File: src/rtl/pbs_ram.sv
module pbs_ram #(
	parameter int W = 8,
	parameter int D = 64
) (
	input  logic                 clk,
	input  logic                 we,
	input  logic [$clog2(D)-1:0] waddr,
	input  logic [W-1:0]         wdata,
	input  logic                 re,
	input  logic [$clog2(D)-1:0] raddr,
	output logic [W-1:0]         rdata
);

	logic [W-1:0] mem [D];

	always_ff @(posedge clk) begin
		if (we) begin
			mem[waddr] <= wdata;
		end
		if (re) begin
			rdata <= mem[raddr];
		end
	end

endmodule

File: config.mk
export PLATFORM = sky130hd
export DESIGN_NAME = pbs_ram
export DESIGN_NICKNAME = d
export VERILOG_FILES = /design/src/rtl/pbs_ram.sv
export SDC_FILE = /design/constraint.sdc
export NUM_CORES = 1
export LEC_CHECK = 0
export ABC_AREA = 1
export BUFFER_PORTS_ARGS = -buffer_cell sky130_fd_sc_hd__clkbuf_2
export CAP_MARGIN = 0
export CELL_PAD_IN_SITES_DETAIL_PLACEMENT = 1
export CELL_PAD_IN_SITES_GLOBAL_PLACEMENT = 1
export CORE_MARGIN = 4
export CORE_UTILIZATION = 55
export CTS_BUF_LIST = sky130_fd_sc_hd__clkbuf_4
export CTS_CLUSTER_SIZE = 16
export DETAILED_ROUTE_END_ITERATION = 10
export PLACE_DENSITY_LB_ADDON = 0.1
export SKIP_CTS_REPAIR_TIMING = 1
export SLEW_MARGIN = 20
export SYNTH_ARGS = -nofsm -noshare
export SYNTH_HDL_FRONTEND = slang
export SYNTH_SLANG_ARGS = --single-unit
File: constraint.sdc
create_clock -name clk -period 4.3 [get_ports clk]
set_input_delay 0.215 -clock clk [delete_from_list [all_inputs] [get_ports clk]]
set_output_delay 0.215 -clock clk [all_outputs]
set_load 0.1 [all_outputs]
==> impl_metrics.ini <==
[outcome]
status = complete, no violations

[timing]
setup_slack_ps = 2280
rsz0062_at_grt = false
fin_crit_sh = 0.470
finalHoldViolCount = 0
tightest_slew_ps = 1050
fin_skew_ps = 37.3
period_minus_slack_ps = 2020
finalSetupViolCount = 0
totalNegativeSetupSlack_ps = 0
slew_viol_final = 0
max_freq_mhz = 494
slew_headroom = 0.302

[drt]
vias_per_cell = 5.76
dr_total_vias = 14400
ant_nets = 0
drc = 0
postRouteWirelength_um = 58700
first_iter_violations = 1113
dr.pass1.iters = 6
avgRoutedWirePerCell_um = 23.4

[setup_path]
critPathKind = in2reg
crit_fanout = 109
cpPeakStageDelay_ps = 630
critical_path_required_ps = 4980
path_cells = buf_6 > inv_6 > buf_12 > nand2_1 > nand3_1 > nand3_1 > nand2_1 > nand2_1 > nand3_1 > nand3_1 > nand2_1
cpMaxStageDelayCell = inv_6
crit_path_start_kind = input port
cp-end-kind = flop
cp.arrival_ps = 2700

[yosys]
yosysTopAreaCell = edfxtp_1
syn_inst = 1805
synth_top_area_share = 0.729
synth_nets = 1828
netlist_area_um2 = 21400
ys_warn_count = 0
synth_area_leaders = edfxtp_1 (73%), nand2_1 (11%), nand3_1 (10%)
seq_area_frac_synth = 0.729
ys_seq_elements = 520
avgSynthCellArea_um2 = 11.9
synth.distinct_cells = 15

[placement]
dp_slack_ps = 1560
io_buffers = 30
gp_congestion = 0.792
place_inst = 2270
hpwl_um = 33900

[grt]
overflow = 0
first_global_vias = 15300
grt_max_degree = 129
grt_usage = 0.287
antenna_found_initial = 1
grt_pass1_wl_um = 90100

[layout]
area_growth_pct = 8.93
final_util = 0.605
nFillCells = 4133
final_cells = 2504
drive_gt1_frac = 0.136
final_nets = 1915

[floorplan]
io_pins = 31
start_util = 0.556
core_um2 = 38600
rows = 72
dieHeight_um = 205
die_w_um = 205
die-area_um2 = 42200

[clock_network]
cts.sinks = 520
insertion_delay_ps = 820
max-clock-path-buffers = 3
path_clk_slew_ps = 70
cts_max_level = 4
cts_tree = built
cts_root_buf = clkbuf_4
cts_buffers = 136

[power_and_ir_drop]
peakVddDrop_uv = 315
power_mw = 10.4
p_leak_nw = 8.54
power_density_nw_per_um2 = 445

[min_path]
hold_path_class = in2reg

[run]
drv_cap = 0
[path summary, 6_finish.rpt]
| path | endpoint | slack [ps] | depth (start not counted) | from |
|---|---|---|---|---|
| setup / recovery | rdata[2] | 2280 | 11 | raddr[0] |
| hold / removal | mem[49][5] | 40 | 3 | waddr[2] |
| setup reg to reg | rdata[3] | 2740 | 8 | mem[19][3] |
| hold reg to reg | rdata[5] | 910 | 8 | mem[10][5] |
[cell usage in the layout (no fill, tap or decap)]
cell type | synthesis | final
nor2_1 | 56 | 56
inv_2 | 1 | 2
nand3_1 | 439 | 439
diode_2 | 0 | 1
clkinv_2 | 0 | 4
clkinv_1 | 0 | 25
buf_6 | 35 | 1
nor4_1 | 8 | 8
inv_6 | 1 | 1
nand4_1 | 9 | 9
clkbuf_2 | 0 | 28
buf_4 | 14 | 28
inv_4 | 0 | 1
dlygate4sd3_1 | 0 | 2
clkbuf_4 | 0 | 201
buf_12 | 0 | 3
edfxtp_1 | 520 | 520
inv_1 | 10 | 9
nand2_1 | 648 | 648
[worst max-delay path: cells and delay by family]
family / cells / cell delay [ps]
buffers and inverters: 3 / 1210
AND/OR/NAND/NOR: 8 / 1050
[cells in the mapped netlist (all sizes together)]
cell type    n
nand3      439
nand2      648
inv         12
nor2        56
edfxtp     520
nand4        9
nor4         8
buf         98
clkbuf      15
[kinds of logic (layout without fill, tap and decap cells)]
| kind of cell | Yosys count | in the layout | synth area share |
|---|---|---|---|
| AND/OR/NAND/NOR | 1160 | 1160 | 0.231 |
| flip-flops | 520 | 520 | 0.729 |
| buffers and inverters | 125 | 305 | 0.0401 |
| other | 0 | 1 | 0 |
[per-layer routing]
metal | global-route usage | part of all wire
met2 | 0.488 | 0.51
met4 | 0.107 | 0.027
met3 | 0.0455 | 0.057
met5 | 0 | 0
met1 | 0.379 | 0.41
[final cells by class]
type	instances	area (um2)	share of cell area
Antenna cell	1	2.50	0.000107
Clock buffer	201	1510	0.0647
Clock inverter	30	118	0.00504
Inverter	12	52.6	0.00225
Multi-Input combinational cell	1160	4950	0.212
Sequential cell	520	15600	0.669
Tap cell	518	648	0.0278
Timing Repair Buffer	62	442	0.0189
[registers in the layout (all words and copies together), names as in the netlist]
register / flops
mem: 512
rdata: 8
[metrics by stage]
step | area, um2 | hold WS (ps)
global placement | 21700 | 637
finish | 23300 | 35.3
CTS | 23300 | -246
floorplan | 21400 | 314
global route | 23300 | 0.610
detailed placement | 21700 | 641
[power by group]
| group | switching, mW | internal (mW) |
|---|---|---|
| Clock | 1.92 | 2.13 |
| Combinational | 0.558 | 0.153 |
| Sequential | 0.0146 | 5.62 |
Power figures use the tool's default switching activity.
