===== src/rtl/pbs_pkg.sv =====
package pbs_pkg;

	localparam logic [2:0] CMD_TICK     = 3'd0;
	localparam logic [2:0] CMD_ALLOC    = 3'd1;
	localparam logic [2:0] CMD_SETSTATE = 3'd2;
	localparam logic [2:0] CMD_SETPRIO  = 3'd3;
	localparam logic [2:0] CMD_PICK     = 3'd4;

	localparam logic [2:0] ST_UNUSED   = 3'd0;
	localparam logic [2:0] ST_USED     = 3'd1;
	localparam logic [2:0] ST_SLEEPING = 3'd2;
	localparam logic [2:0] ST_RUNNABLE = 3'd3;
	localparam logic [2:0] ST_RUNNING  = 3'd4;
	localparam logic [2:0] ST_ZOMBIE   = 3'd5;

	localparam logic [1:0] REG_CAP = 2'd0;
	localparam logic [1:0] REG_ISP = 2'd1;
	localparam logic [1:0] REG_IBI = 2'd2;

	localparam logic [6:0] CAP_RESET = 7'd100;
	localparam logic [6:0] ISP_RESET = 7'd50;
	localparam logic [6:0] IBI_RESET = 7'd15;

	localparam logic [6:0] BI_ONE = 7'd50;
	localparam logic [6:0] BI_TWO = 7'd100;

endpackage


===== src/rtl/pbs_bi_unit.sv =====
module pbs_bi_unit #(
	parameter int CB = 32
) (
	input  logic          clk,
	input  logic          en,
	input  logic [CB-1:0] run,
	input  logic [CB-1:0] slp,
	input  logic [CB-1:0] rdy,
	output logic [6:0]    bi
);
	import pbs_pkg::*;

	logic          pos_q;
	logic [CB-1:0] run_q;
	logic [CB+2:0] lim_q;
	logic [CB:0]   tsum;
	logic [CB-1:0] diff;

	assign tsum = {1'b0, slp} + {1'b0, rdy};
	assign diff = run - slp;

	always_ff @(posedge clk) begin
		if (en) begin
			pos_q <= (run > slp) && (diff > rdy);
			run_q <= run;
			lim_q <= (CB+3)'(tsum) + (CB+3)'({tsum, 1'b0}) + (CB+3)'(2);
		end
	end

	assign bi = !pos_q ? 7'd0 : (({3'b000, run_q} >= lim_q) ? BI_TWO : BI_ONE);

endmodule


===== config.mk =====
export PLATFORM = sky130hd
export DESIGN_NAME = pbs_bi_unit
export DESIGN_NICKNAME = d
export VERILOG_FILES = /design/src/rtl/pbs_pkg.sv /design/src/rtl/pbs_bi_unit.sv
export SDC_FILE = /design/constraint.sdc
export NUM_CORES = 1
export LEC_CHECK = 0
export BUFFER_PORTS_ARGS = -buffer_cell sky130_fd_sc_hd__clkbuf_2
export CORE_ASPECT_RATIO = 0.9
export CORE_MARGIN = 3
export CORE_UTILIZATION = 35
export DETAILED_ROUTE_END_ITERATION = 10
export PLACE_DENSITY = 0.61
export RECOVER_POWER = 25
export SLEW_MARGIN = 20
export SYNTH_ARGS = -nofsm -noshare
export SYNTH_HDL_FRONTEND = slang
export SYNTH_SLANG_ARGS = --single-unit

===== constraint.sdc =====
create_clock -name clk -period 13.6 [get_ports clk]
set_input_delay 2.72 -clock clk [delete_from_list [all_inputs] [get_ports clk]]
set_output_delay 2.72 -clock clk [all_outputs]
set_load 0.01 [all_outputs]

==> results of run 1 <==
flip-flops by register name, summed over array words and instances, names as in the netlist:
register,cells
run_q,32
lim_q,35
pos_q,1
worst paths after layout:
check                              to  slack [ns]  cells after the start  startpoint
setup / recovery  lim_q[28]$_DFFE_PP_        6.11                     23      slp[0]
hold / removal     run_q[3]$_DFFE_PP_        2.57                      1      run[3]
cell families (layout without fill, tap and decap cells):
kind of cell / Yosys count / count (layout)
AO/OA/AOI/OAI: 305 / 305
XOR/XNOR: 83 / 83
adder cells (fa/ha/maj): 196 / 196
buffers and inverters: 149 / 250
flip-flops: 68 / 68
multiplexers: 1 / 1
other: 1 / 2
AND/OR/NAND/NOR: 226 / 226
per-layer routing:
layer	share of wire (%)	wire length (um)
met5	0	0
met4	2.2	524
met3	4.4	1065
met2	44	10640
met1	49	11970
layout by cell type (no fill, tap or decap), types with 6 or more instances in the layout:
master	netlist	layout
a211oi_1	8	8
a21boi_0	6	6
a21o_1	76	76
a21oi_1	87	87
a31oi_1	11	11
and3_1	9	9
and4_1	7	7
clkbuf_1	8	33
clkbuf_16	0	9
clkbuf_2	1	69
edfxtp_1	68	68
ha_1	193	193
inv_1	131	131
nand2_1	51	51
nand2b_1	15	15
nand3_1	24	24
nand4_1	25	25
nor2_1	49	49
nor2b_1	17	17
nor3_1	11	11
o211ai_1	7	7
o21a_1	7	7
o21ai_0	53	53
o21bai_1	8	8
xnor2_1	53	53
xor2_1	30	30
per-stage QoR:
| step | std cells | util, % | power [mW] | hold WS [ns] |
|---|---|---|---|---|
| 2_1_floorplan | 1030 | - | 1.022 | 2.819 |
| 3_3_place_gp | 1457 | 39.00 | 1.225 | 2.922 |
| 4_1_cts | 1473 | 40.16 | 1.486 | 2.564 |
| 6_report | 1473 | 39.99 | 1.480 | 2.574 |
| 3_5_place_dp | 1457 | 39.00 | 1.240 | 2.920 |
| 5_1_grt | 1473 | 39.99 | 1.619 | 2.563 |
final cells by class:
| cell class | instances | area, um2 | area share (%) |
|---|---|---|---|
| Clock inverter | 7 | 67.56 | 0.6691 |
| Tap cell | 342 | 427.9 | 4.237 |
| Inverter | 131 | 491.7 | 4.869 |
| Clock buffer | 9 | 225.2 | 2.230 |
| Timing Repair Buffer | 103 | 474.2 | 4.696 |
| Multi-Input combinational cell | 813 | 6370 | 63.08 |
| Sequential cell | 68 | 2042 | 20.22 |
power breakdown:
| group | switching [mW] | leakage, nW | internal (mW) |
|---|---|---|---|
| Sequential | 0.0176 | 0.665 | 0.329 |
| Combinational | 0.510 | 4.31 | 0.383 |
| Clock | 0.0996 | 0.139 | 0.141 |
| Total | 0.627 | 5.11 | 0.853 |
==> metrics.yaml, run 1 <==
cpMaxStageDelayCell: "o41ai_1"
htree_levels: 3
clock-sinks: 68
arrival_ns: 7.56
ys_seq_area_share_pct: 22.69
cts_tree: "built"
synthSimpleGateAreaFrac_pct: 12.77
synthTopCellsByArea: "ha_1, edfxtp_1, a21o_1, inv_1, xnor2_1"
violations: "max-capacitance violations, max-slew violations"
synthAdderAreaFrac_pct: 27.50
synth-edff-count: 68
rsz0062_at_grt: "false"
grt_busiest_layer: "met2"
crit_chain: "clkbuf_1, ha_1, inv_1, fa_1, nor2b_1, o21ai_0, a21oi_1, nor2_1, nor2_1, a21oi_1, o21bai_1, xor2_1, ha_1, ha_1, a21oi_1, o21ai_0, a31oi_1, o21ai_0, o41ai_1, o21ai_0, o41ai_1, o21ai_0, xor2_1"
fin_nets: 1420
fp.coreArea_um2: 25260
dieArea_um2: 27680
ir_worst_vdd_v: 0.00006899
drv_cap: 1
die_w_um: 175.0
dp_slack_ns: 5.886
clk_path_buf_depth: 2
drc: 0
grt_pass1_vias: 7170
power.density_nw_per_um2: 146.6
vias: 7650
max_freq_mhz: 133.6
status: "complete, but fails checks"
grt_usage_pct: 17.19
cts_buffers: 9
n_fill_cell: 2572
dp_hpwl_um: 20400
grt_max_degree: 69
ys_seq_elements: 68
crit_buf_inv: 2
routed_wl_um: 24200
antenna_found_initial: 0
n_antenna_cell: 0
fin_crit_ns: 7.487
placementRows: 55
postCtsHoldBufs: 0
synth_top_area_share_pct: 26.83
crit_family: "compound AO/OA/AOI/OAI gates"
cp-start-kind: "input pin"
grtUsageMet3_pct: 2.254
muxShareOfSynthArea_pct: 0.1112
final_max_slew_viol_count: 69
slew_headroom_pct: -159.1
synth_common_cells: "ha_1, inv_1, a21oi_1, a21o_1, edfxtp_1"
drtPass1Iterations: 5
synth_compound_area_share_pct: 22.23
vias_per_cell: 5.193
path_class: "in2reg"
syn_area_per_cell_um2: 8.747
clockRootBuffer: "clkbuf_16"
area_growth_pct: 12.19
routabilityCongestion: 0.8915
synthDistinctLibCells: 64
syn_inst: 1029
grt_use_met1_pct: 24.45
async_reset_ff_share_pct: 0
die_y_um: 158.1
critPathRequiredTime_ns: 13.68
initial_core_util_pct: 35.64
critPathMostFrequentCell: "o21ai_0"
finalSetupViolCount: 0
period_share_pct: 55.05
leakage_nw: 5.109
fin_setup_tns_ns: 0
synth_area_um2: 9001
hold_class: "in2reg"
ios: 105
postCtsSetupRepairBufs: 0
cts-resized-gates: 0
fin_ws_ns: 6.113
grt_overflow: 0
port-buffer-count: 102
hold_viol_final: 0
yosysMostFrequentCell: "ha_1"
drive_above_1_share_pct: 9.019
crit_fanout: 5
post_drt_wl_per_cell_um: 16.43
end_kind: "flip-flop"
synth_area_leader_cell: "ha_1"
design_area_um2: 10100
grt_util_met2_pct: 27.35
grt_pass1_wl_um: 37610
synth_top_family_by_area: "adder cells"
cpPeakStageDelay_ns: 0.45
place_area_um2: 9849
ant_nets: 0
synth_flop_cell: "edfxtp_1"
yosysWarnings: 0
drt-initial-drc-count: 505
clkTransAtPathRegs_ns: 0.06
worst_slew_pin_slew_ns: 3.886
synthXorXnorAreaFrac_pct: 8.076
No activity file was read; power rests on OpenSTA's default activity.
==> inputs of run 2 (changes only) <==
Settings changed: PLACE_DENSITY 0.61 to 0.63.
Clock period 13.6 ns to 6.1 ns, I/O delays scaled along.
==> run 2 against run 1 <==
  * The run still ends with max-capacitance violations, max-slew violations left
  * Via count barely moved
  * Worst hold slack got worse by 1.5 ns
  * Non-clock buffer count up 6
  * Flip-flop and latch count unchanged
  * Clock power up 140%
  * Global-route usage rose by 0.12 points
  * Wire length decreased by 0.83%
  * Critical endpoint is now lim_q[34]$_DFFE_PP_
==> metrics.yaml, run 2 (synthesis gave the netlist of run 1 again) <==
placedCellCount: 1463  # was 1457
postCtsHoldBufs: 0  # unchanged
dp_hpwl_um: 20380  # was 20400 um
grt_pass1_wl_um: 37860  # was 37610 um
critPathRequiredTime_ns: 6.20  # was 13.68 ns
grtUsageMet3_pct: 2.686  # was 2.254%
clkTransAtPathRegs_ns: 0.06  # about the same
die_w_um: 175.0  # unchanged
ant_nets: 0  # unchanged
reg.largest.list: "lim_q x35, run_q x32, pos_q x1"  # unchanged
max_freq_mhz: 173.6
clockRootBuffer: "clkbuf_16"  # unchanged
slew_headroom_pct: -155.0  # was -159.1%
final_max_slew_viol_count: 69  # unchanged
ios: 105  # unchanged
die_y_um: 158.1  # unchanged
grt_max_degree: 69  # unchanged
period_share_pct: 94.45
post_drt_wl_per_cell_um: 16.22  # was 16.43 um
clock-sinks: 68  # unchanged
drv_cap: 1  # unchanged
path_class: "in2reg"  # unchanged
design_area_um2: 10170  # was 10100 um2
ir_worst_vdd_v: 0.0001559  # was 0.00006899 V
hold_viol_final: 0  # unchanged
placementRows: 55  # unchanged
cp-start-kind: "input pin"  # unchanged
drive_above_1_share_pct: 9.499  # was 9.019%
fp.coreArea_um2: 25260  # unchanged
grt_util_met2_pct: 28.11  # was 27.35%
vias: 7653  # was 7650
drt-initial-drc-count: 439  # was 505
end_kind: "flip-flop"  # unchanged
finalSetupViolCount: 0  # unchanged
htree_levels: 3  # unchanged
drtPass1Iterations: 5  # unchanged
fin_nets: 1426  # was 1420
rsz0062_at_grt: "false"  # unchanged
fin_setup_tns_ns: 0  # unchanged
cts-resized-gates: 0  # unchanged
status: "complete, but fails checks"  # unchanged
grt_busiest_layer: "met2"  # unchanged
drc: 0  # unchanged
dieArea_um2: 27680  # unchanged
final_cell_mix: "ha_1, inv_1, a21oi_1"  # unchanged
power.density_nw_per_um2: 332.1  # was 146.6 nW/um2
grt_pass1_vias: 7237  # was 7170
crit_fanout: 3  # was 5
initial_core_util_pct: 35.64  # unchanged
antenna_found_initial: 0  # unchanged
n_antenna_cell: 0  # unchanged
cts_buffers: 9  # unchanged
postCtsSetupRepairBufs: 0  # unchanged
clk_path_buf_depth: 2  # unchanged
leakage_nw: 5.148  # was 5.109 nW
routabilityCongestion: 0.9067  # was 0.8915
grt_use_met1_pct: 24.43  # was 24.45%
worst_slew_pin_slew_ns: 3.824  # was 3.886 ns
violations: "max-capacitance violations, max-slew violations"  # unchanged
place_area_um2: 9894  # was 9849 um2
vias_per_cell: 5.174  # was 5.193
port-buffer-count: 102  # unchanged
final_common_cell: "ha_1"  # unchanged
top_register: "lim_q"  # unchanged
routed_wl_um: 24000  # was 24200 um
largest_reg_flops: 35  # unchanged
grt_usage_pct: 17.31  # was 17.19%
area_growth_pct: 12.97  # was 12.19%
arrival_ns: 5.86  # was 7.56 ns
grt_overflow: 0  # unchanged
cts_tree: "built"  # unchanged
hold_class: "in2reg"  # unchanged
final_cells: 1479  # was 1473
fin_crit_ns: 5.762
-- run 2: worst max-delay path: stages --
cell      delay [ns]
clkbuf_2        0.10
ha_1            0.15
inv_1           0.05
fa_1            0.40
nor2b_1         0.13
o21ai_0         0.10
a21oi_1         0.32
o21ba_2         0.25
o21ai_0         0.20
o31ai_1         0.28
a21oi_1         0.13
o21ai_0         0.23
xor2_1          0.24
ha_1            0.27
ha_1            0.31
a21o_1          0.18
a21oi_1         0.14
o31ai_1         0.09
a221oi_1        0.22
o21ai_0         0.12
a31oi_1         0.30
o211ai_1        0.17
a31o_2          0.25
-- run 2: metrics by stage --
| step | total power, mW | worst slack, ns | util [%] | hold WS (ns) |
|---|---|---|---|---|
| after floorplan | 2.279 | 0.5392 | - | 1.319 |
| after global placement | 2.762 | 0.1068 | 39.18 | 1.421 |
| after detailed placement | 2.799 | 0.02536 | 39.18 | 1.424 |
| after CTS | 3.386 | 0.3560 | 40.44 | 1.062 |
| after global routing | 3.697 | 0.005079 | 40.26 | 1.074 |
| final | 3.377 | 0.3385 | 40.26 | 1.087 |
-- run 2: layout make-up --
class | instances | area (um2)
tap | 342 | 427.9
clock buffer | 10 | 229.0
clock inverter | 6 | 88.84
sequential | 68 | 2042
inverter | 131 | 491.7
fill | 2512 | 15090
multi-input combinational | 813 | 6370
timing repair buffer | 109 | 519.2
-- run 2: routing by layer --
metal / up-vias / share of wire [%]
li1: 3960 / -
met5: - / 0
met3: 28 / 3.4
met2: 133 / 45
met1: 3532 / 50
met4: 0 / 1.8
-- run 2: power by group --
group	internal (mW)	switching [mW]	leakage, nW
sequential	0.735	0.0433	0.665
combinational	0.880	1.15	4.33
clock	0.358	0.210	0.149
-- run 2: final timing paths --
check	depth (start not counted)	to	startpoint	slack, ns
hold / removal	1	run_q[0]$_DFFE_PP_	run[0]	1.09
setup / recovery	23	lim_q[34]$_DFFE_PP_	rdy[0]	0.34
